**src/hdl/hsd_pkg.sv**
```systemverilog
// ----------------------------------------------------------------------------
// hsd_pkg
// shared types and constants for the hash to share difficulty core
// ----------------------------------------------------------------------------
package hsd_pkg;

    localparam int HASH_W   = 256;
    localparam int WORD_W   = 64;
    localparam int LZ_W     = 8;
    localparam int TOP_W    = 9;
    localparam int MANT_W   = 53;
    localparam int REM_W    = MANT_W + 1;
    localparam int QUOT_W   = 56;
    localparam int EXP_W    = 11;
    localparam int FRAC_W   = 52;

    // 0xffff scaled to a 53-bit mantissa
    localparam logic [MANT_W-1:0] DIFF_ONE_MANT = MANT_W'(64'hFFFF << 37);
    // biased exponent of diff_one (2^223) plus bias, before subtracting the hash exponent
    localparam logic [11:0] EXP_BASE = 12'd1246;

    localparam logic [63:0] QNAN_BITS = 64'h7FF8_0000_0000_0000;

    localparam logic [1:0] STATUS_OK   = 2'd0;
    localparam logic [1:0] STATUS_ZERO = 2'd1;
    localparam logic [1:0] STATUS_INF  = 2'd2;

    typedef struct packed {
        logic              zero;
        logic [HASH_W-1:0] v;
        logic [LZ_W-1:0]   lz;
    } norm_t;

    typedef struct packed {
        logic              zero;
        logic [TOP_W-1:0]  top;
        logic [REM_W-1:0]  r;
        logic [MANT_W-1:0] d;
        logic [QUOT_W-1:0] q;
    } div_t;

endpackage

```
**src/hdl/hsd_div_cell.sv**
```systemverilog
// ----------------------------------------------------------------------------
// hsd_div_cell
// one restoring-division cell: one quotient bit per cell
// ----------------------------------------------------------------------------
module hsd_div_cell (
    input  logic          aclk,
    input  logic          aresetn,
    input  logic          en,
    input  logic          in_valid,
    input  hsd_pkg::div_t in_data,
    output logic          out_valid,
    output hsd_pkg::div_t out_data
);
    import hsd_pkg::*;

    logic             valid_reg;
    div_t             data_reg;
    div_t             data_next;
    logic             ge;
    logic [REM_W-1:0] diff;
    logic [REM_W-1:0] rn;

    always_comb begin
        ge        = (in_data.r >= {1'b0, in_data.d});
        diff      = in_data.r - {1'b0, in_data.d};
        rn        = ge ? diff : in_data.r;
        data_next = in_data;
        data_next.r = {rn[REM_W-2:0], 1'b0};
        data_next.q = {in_data.q[QUOT_W-2:0], ge};
    end

    always_ff @(posedge aclk) begin
        if (!aresetn) begin
            valid_reg <= 1'b0;
        end else if (en) begin
            valid_reg <= in_valid;
        end
        if (en) begin
            data_reg <= data_next;
        end
    end

    assign out_valid = valid_reg;
    assign out_data  = data_reg;

endmodule
```
**config.mk**
```make
export PLATFORM = sky130hd
export DESIGN_NAME = hsd_div_cell
export DESIGN_NICKNAME = d
export VERILOG_FILES = /design/src/hdl/hsd_pkg.sv /design/src/hdl/hsd_div_cell.sv
export SDC_FILE = /design/constraint.sdc
export NUM_CORES = 1
export LEC_CHECK = 0
export BUFFER_PORTS_ARGS = -buffer_cell sky130_fd_sc_hd__buf_2
export CAP_MARGIN = 20
export CORE_AREA = 2 2 136 138
export DETAILED_ROUTE_END_ITERATION = 7
export DIE_AREA = 0 0 138 140
export HOLD_SLACK_MARGIN = 0.15
export PLACE_DENSITY = 0.87
export SKIP_CTS_REPAIR_TIMING = 1
export SLEW_MARGIN = 40
export SYNTH_ARGS = -nofsm -noshare
export SYNTH_HDL_FRONTEND = slang
export SYNTH_SLANG_ARGS = --single-unit
```
**constraint.sdc**
```tcl
create_clock -name aclk -period 6.61 [get_ports aclk]
set_input_delay 0.3305 -clock aclk [delete_from_list [all_inputs] [get_ports aclk]]
set_output_delay 0.3305 -clock aclk [all_outputs]
set_load 0.02 [all_outputs]
```
==> results_dict.tcl, run 1 <==
set metrics [dict create \
    status "finished clean" \
    ys_seq_area_share_pct 54.6 \
    place_hpwl_um 21000 \
    setup_slack_ns 1.88 \
    n_fill_cell 1090 \
    r2r_slack_ns 5.90 \
    ys_ff_latch 173 \
    ant_nets 0 \
    critPathBufInv 4 \
    fp-row-count 49 \
    critPathKind "in -> reg" \
    antenna_found_initial 0 \
    clock_skew_ns 0 \
    hp-class "in -> reg" \
    critical_path.startpoint "in_data[56]" \
    cp.required_ns 6.79 \
    gp_congestion 0.896 \
    drtIter0Drc 794 \
    post-route-util_pct 73.9 \
    rr_endpoint "out_valid$_SDFFE_PN0P_" \
    numCtsBuffers 17 \
    ir_drop_v 0.000187 \
    synth-edff-count 172 \
    path_clk_slew_ns 0.08 \
    grt_usage_pct 26.9 \
    seq_area_um2 5180 \
    die_h_um 140 \
    cp_cell_sequence "dlygate4sd3_1, buf_2, ha_1, inv_1, fa_1, a21o_1, a221oi_1, o221ai_2, a21oi_2, o21a_2, nor2_2, a21oi_4, and2_4, buf_12, mux2_4" \
    synth_most_common_cell "edfxtp_1" \
    die_w_um 138 \
    final_hold_viol_count 0 \
    async_reset_ff_share_pct 0 \
    postSynthAreaPerCell_um2 12.1 \
    ys_types 65 \
    grt_max_degree 122 \
    synthesis.area_um2 9490 \
    crit_end "out_data[131]$_DFFE_PP_" \
    firstDrtPassIters 8 \
    vias_per_cell 5.79 \
    worstMarginPinSlew_ns 0.728 \
    slew_violations 0 \
    end_kind "flop" \
    fin_crit_sh_pct 71.5 \
    clkSinkCount 173 \
    clockRootBuffer "clkbuf_16" \
    cp_top_family "compound AO/OA/AOI/OAI gates" \
    setup_tns_ns 0 \
    multiInputGateArea_um2 3820 \
    drive_above_1_share_pct 34.5 \
    synth_area_leaders "edfxtp_1 54%, ha_1 7.0%, mux2_4 4.7%" \
    port_buffers 348 \
    netlist_instances 786 \
    clk-insertion-delay-late_ns 0.43 \
    finalSetupViolCount 0 \
    cts.htree.levels 4 \
    die_area_um2 19300 \
    syn_nets 1017 \
    wl_per_cell_um 21.9 \
    ioPinCount 351 \
    crit_path_max_fanout 29 \
    grt_pass1_wl_um 40800 \
    netlist.area_leader.share_pct 54.4 \
    fin_nets 1472 \
    ctsLongestPathBuffers 2 \
    coreArea_um2 17800 \
    rr_startpoint "out_valid$_SDFFE_PN0P_" \
    slew_headroom_pct 50.8 \
    slowest_stage "a221oi_1" \
    reg2regPathDepth 2 \
    synth_top_cell_by_area "edfxtp_1" \
    timing.fmax_mhz 212 \
    leakage_nw 5.94 \
    cap_violations 0 \
    path_depth 15 \
    syn_to_final_growth_pct 38.4 \
    min_path_cells 2 \
    grt_pass1_vias 7643 \
    grt-ovfl-total 0 \
    synthTopCellsByCount "172 x edfxtp_1, 72 x inv_1, 53 x ha_1" \
    critPathArrivalTime_ns 4.90 \
    dp_slack_ns 1.96 \
    rsz0062_at_grt "false" \
    fin_crit_ns 4.73 \
    drc 0 \
    via_count 8590 \
    worst_path_largest_cell_delay_ns 0.57 \
    cts_tree "built" \
    power_density_nw_per_um2 251 \
    start_kind "input port" \
    ys.flop_type "edfxtp_1" \
    yosysWarnings 0 \
    wl_um 32500 \
    start_util_pct 53.4 \
    diodes 0 \
]
==> final cells by class <==
type	count	share of cell area, %
multi-input combinational	507	29.1
clock buffer	18	3.27
tap	229	2.18
clock inverter	14	1.11
sequential	173	39.5
timing repair buffer	470	22.8
inverter	72	2.06
==> cells in the final DEF (no fill, tap or decap), types with 11 or more instances in the layout <==
cell type / netlist / layout
a21o_1: 33 / 33
a21oi_1: 52 / 52
and3_1: 15 / 15
buf_2: 0 / 347
clkbuf_16: 0 / 17
dlygate4sd3_1: 0 / 118
edfxtp_1: 172 / 172
ha_1: 53 / 53
inv_1: 72 / 72
mux2_4: 30 / 30
nand2_1: 37 / 37
nand3_1: 28 / 28
nand4_1: 14 / 14
nor2_1: 29 / 29
o21ai_0: 39 / 39
xnor2_1: 33 / 33
xor2_1: 11 / 11
==> metal layers <==
metal  share of wire [%]  vias to the layer above  GRT usage (%)  routed length, µm
met1                  37                     4082           33.3              11900
met2                  50                      565           46.3              16200
met5                   0                        -              0                  0
li1                    -                     3836              -                  -
met4                 4.5                        0           8.70               1450
met3                 9.3                      107           6.84               3030
==> per-stage QoR <==
| stage | cell area (µm²) | instances | power, W | hold slack [ns] |
|---|---|---|---|---|
| floorplan | 9490 | 786 | 0.00193 | 0.429 |
| global placement | 11300 | 1331 | 0.00218 | 0.496 |
| detailed placement | 11400 | 1332 | 0.00220 | 0.509 |
| CTS | 11900 | 1364 | 0.00318 | 0.0559 |
| global route | 13100 | 1483 | 0.00340 | 0.186 |
| finish | 13100 | 1483 | 0.00330 | 0.193 |
==> how the worst min path moves through the flow <==
stage | endpoint | slack [ns] | from
after CTS | out_data[28]$_DFFE_PP_ | 0.06 | in_data[27]
after floorplan | out_data[100]$_DFFE_PP_ | 0.43 | in_data[100]
final | out_valid$_SDFFE_PN0P_ | 0.19 | aresetn
after global placement | out_valid$_SDFFE_PN0P_ | 0.50 | out_valid$_SDFFE_PN0P_
after global routing | out_valid$_SDFFE_PN0P_ | 0.19 | aresetn
after detailed placement | out_data[27]$_DFFE_PP_ | 0.51 | in_data[26]
==> cell families (layout without fill, tap and decap cells) <==
group                    after synthesis  after routing  synth area share (%)
adder cells (fa/ha/maj)               54             54                  7.20
flip-flops                           173            173                  54.6
XOR/XNOR                              44             44                  4.06
other                                  1              1                0.0395
buffers and inverters                106            574                  5.11
AO/OA/AOI/OAI                        208            208                  14.5
AND/OR/NAND/NOR                      160            160                  8.57
multiplexers                          40             40                  5.88
==> flip-flops by register name, indices dropped and copies added, names as in the netlist <==
name / flops
out_valid: 1
out_data: 172
==> where the power goes <==
part	switching (W)	internal [W]
logic	0.000526	0.000373
clock network	0.000510	0.000504
registers	0.0000370	0.00135
(Power assumes the default switching activity.)
==> run 2, diff against run 1 <==
--- a/config.mk
+++ b/config.mk
@@ -7,11 +7,10 @@
 export LEC_CHECK = 0
 export BUFFER_PORTS_ARGS = -buffer_cell sky130_fd_sc_hd__buf_2
 export CAP_MARGIN = 20
-export CORE_AREA = 2 2 136 138
+export CORE_UTILIZATION = 50
 export DETAILED_ROUTE_END_ITERATION = 7
-export DIE_AREA = 0 0 138 140
 export HOLD_SLACK_MARGIN = 0.15
-export PLACE_DENSITY = 0.87
+export PLACE_DENSITY = 0.83
 export SKIP_CTS_REPAIR_TIMING = 1
 export SLEW_MARGIN = 40
 export SYNTH_ARGS = -nofsm -noshare
==> constraint.sdc (replaced) <==
create_clock -name aclk -period 4.9 [get_ports aclk]
set_input_delay 0.245 -clock aclk [delete_from_list [all_inputs] [get_ports aclk]]
set_output_delay 0.245 -clock aclk [all_outputs]
set_load 0.02 [all_outputs]
==> run 2 against run 1 <==
The run now ends with DRC left. First-iteration DRC count up 11%. Combinational power increased by 37%. Die area up 1.1%. Clock skew stayed put. Worst hold slack worse by 0.053 ns. Utilization is 1.5 points lower. Non-clock buffer count up 38. Register-to-register slack worse by 2.2 ns. Sequential power up 36%. Global-route usage fell by 0.30 points. Clock-buffer cell count is 1 lower. Critical path depth is the same.
==> results_dict.tcl, run 2 (synthesized netlist as in run 1, its figures left out) <==
set metrics [dict create \
    status "complete, but fails checks" \
    violations "DRC" \
    grt_pass1_vias 7618 \
    final_hold_viol_count 0 \
    worstMarginPinSlew_ns 0.848 \
    largest_reg_flops 172 \
    timing.fmax_mhz 247 \
    most-common-layout-cells "347 x buf_2, 172 x edfxtp_1, 154 x dlygate4sd3_1" \
    slowest_stage "a221oi_1" \
    setup_tns_ns 0 \
    start_util_pct 50.9 \
    cp.required_ns 5.08 \
    clockRootBuffer "clkbuf_16" \
    seqPwrFrac_pct 41.8 \
    p_clk_share_pct 30.7 \
    leakage_nw 6.10 \
    grt_usage_pct 26.6 \
    grt-ovfl-total 0 \
    place_hpwl_um 20500 \
    clock_skew_ns 0 \
    port_buffers 348 \
    via_count 8640 \
    ant_nets 0 \
    finalSetupViolCount 0 \
    end_kind "flop" \
    worst_path_largest_cell_delay_ns 0.56 \
    cap_violations 0 \
    multiInputGateArea_um2 3820 \
    grt_pass1_wl_um 39700 \
    min_path_cells 3 \
    dp.cells 1340 \
    critPathKind "in -> reg" \
    ir_drop_v 0.000248 \
    coreArea_um2 18600 \
    hold_start "in_data[118]" \
    layoutNonFillerInstCount 1525 \
    firstDrtPassIters 8 \
    clk-insertion-delay-late_ns 0.43 \
    power_w 0.00447 \
    busiest_layer "met2" \
    drive_above_1_share_pct 33.7 \
    seq_area_um2 5180 \
    die_h_um 140 \
    wl_um 32100 \
    netSwitchingFraction_pct 32.5 \
    crit_path_max_fanout 15 \
    drc 1 \
    min_to "out_data[119]$_DFFE_PP_" \
    numCtsBuffers 17 \
    global_route.usage.met1_pct 31.2 \
    rsz0062_at_grt "false" \
    vias_per_cell 5.67 \
    die_area_um2 19500 \
    slew_headroom_pct 43.5 \
    met2_usage_pct 47.0 \
    fp-row-count 50 \
    rr_endpoint "out_valid$_SDFFE_PN0P_" \
    ioPinCount 351 \
    start_kind "input port" \
    wl_per_cell_um 21.0 \
    fin_crit_ns 4.05 \
    power_density_nw_per_um2 331 \
    antenna_found_initial 0 \
    syn_to_final_growth_pct 42.2 \
    r2r_slack_ns 3.72 \
    cts_tree "built" \
    ctsLongestPathBuffers 2 \
    clkSinkCount 173 \
    diodes 0 \
    path_clk_slew_ns 0.07 \
    fin_nets 1510 \
    rr_startpoint "out_valid$_SDFFE_PN0P_" \
    switchingPower_w 0.00145 \
    critPathArrivalTime_ns 4.24 \
    combPwrFrac_pct 27.5 \
    cts.htree.levels 4 \
    fin_crit_sh_pct 82.7 \
    use_met3_pct 6.13 \
    n_fill_cell 1203 \
    grt_max_degree 112 \
    slew_violations 0 \
    die_w_um 140 \
    hp-class "in -> reg" \
    p_int_w 0.00302 \
    gp_congestion 0.872 \
    drtIter0Drc 884 \
    reg2regPathDepth 3 \
    cp_cell_sequence "dlygate4sd3_1, buf_2, ha_1, inv_1, fa_1, a21o_1, a221oi_1, o221ai_2, a21oi_2, o21a_2, nor2_2, a21oi_4, and2_4, buf_4, mux2_4" \
    layout_commonest_cell "buf_2" \
]
run 2: changes by cell type in the layout (fill, tap and decap cells not counted), sizes merged:
cell / previous run / this run
buf: 352 / 354
clkbuf: 18 / 17
dlygate4sd3: 118 / 154
run 2: final cells by class:
cell class	count	area share, %
clock buffer	17	3.15
clock inverter	14	1.11
inverter	72	2.00
multi-input combinational	507	28.3
sequential	173	38.4
tap	234	2.17
timing repair buffer	508	24.8
run 2: power by group through the flow:
stage               Sequential (W)  Clock [W]  Combinational [W]
global placement           0.00188          0            0.00106
finish                     0.00187    0.00137            0.00123
CTS                        0.00186    0.00135            0.00109
floorplan                  0.00209          0           0.000513
global route               0.00188    0.00142            0.00130
detailed placement         0.00189          0            0.00109
run 2: worst max-delay path: cells and delay by family:
kind,cells,cell delay (ns)
AO/OA/AOI/OAI,6,1.59
adder cells (fa/ha/maj),2,0.57
buffers and inverters,4,1.07
multiplexers,1,0.34
AND/OR/NAND/NOR,2,0.41
run 2: stage by stage:
| step | instance area, µm² | hold WS, ns | utilization, % | setup WS (ns) |
|---|---|---|---|---|
| floorplan | 9490 | 0.344 | - | 1.68 |
| global placement | 11400 | 0.422 | 61.0 | 0.948 |
| detailed placement | 11400 | 0.423 | 61.0 | 0.921 |
| CTS | 12000 | -0.0301 | 64.1 | 1.38 |
| global route | 13500 | 0.138 | 72.4 | 0.667 |
| finish | 13500 | 0.140 | 72.4 | 0.847 |
run 2: worst max path at each step:
stage                      start                 endpoint  slack [ns]
floorplan           in_data[109]  out_data[157]$_DFFE_PP_        1.68
global placement    in_data[109]  out_data[135]$_DFFE_PP_        0.95
detailed placement  in_data[109]  out_data[131]$_DFFE_PP_        0.92
CTS                 in_data[109]  out_data[131]$_DFFE_PP_        1.38
global route         in_data[56]  out_data[136]$_DFFE_PP_        0.67
finish               in_data[56]  out_data[131]$_DFFE_PP_        0.85
run 2: metal layers:
layer	vias up	routed length (µm)
li1	3910	-
met1	4099	11700
met2	540	16300
met3	91	2860
met4	0	1270
met5	-	0
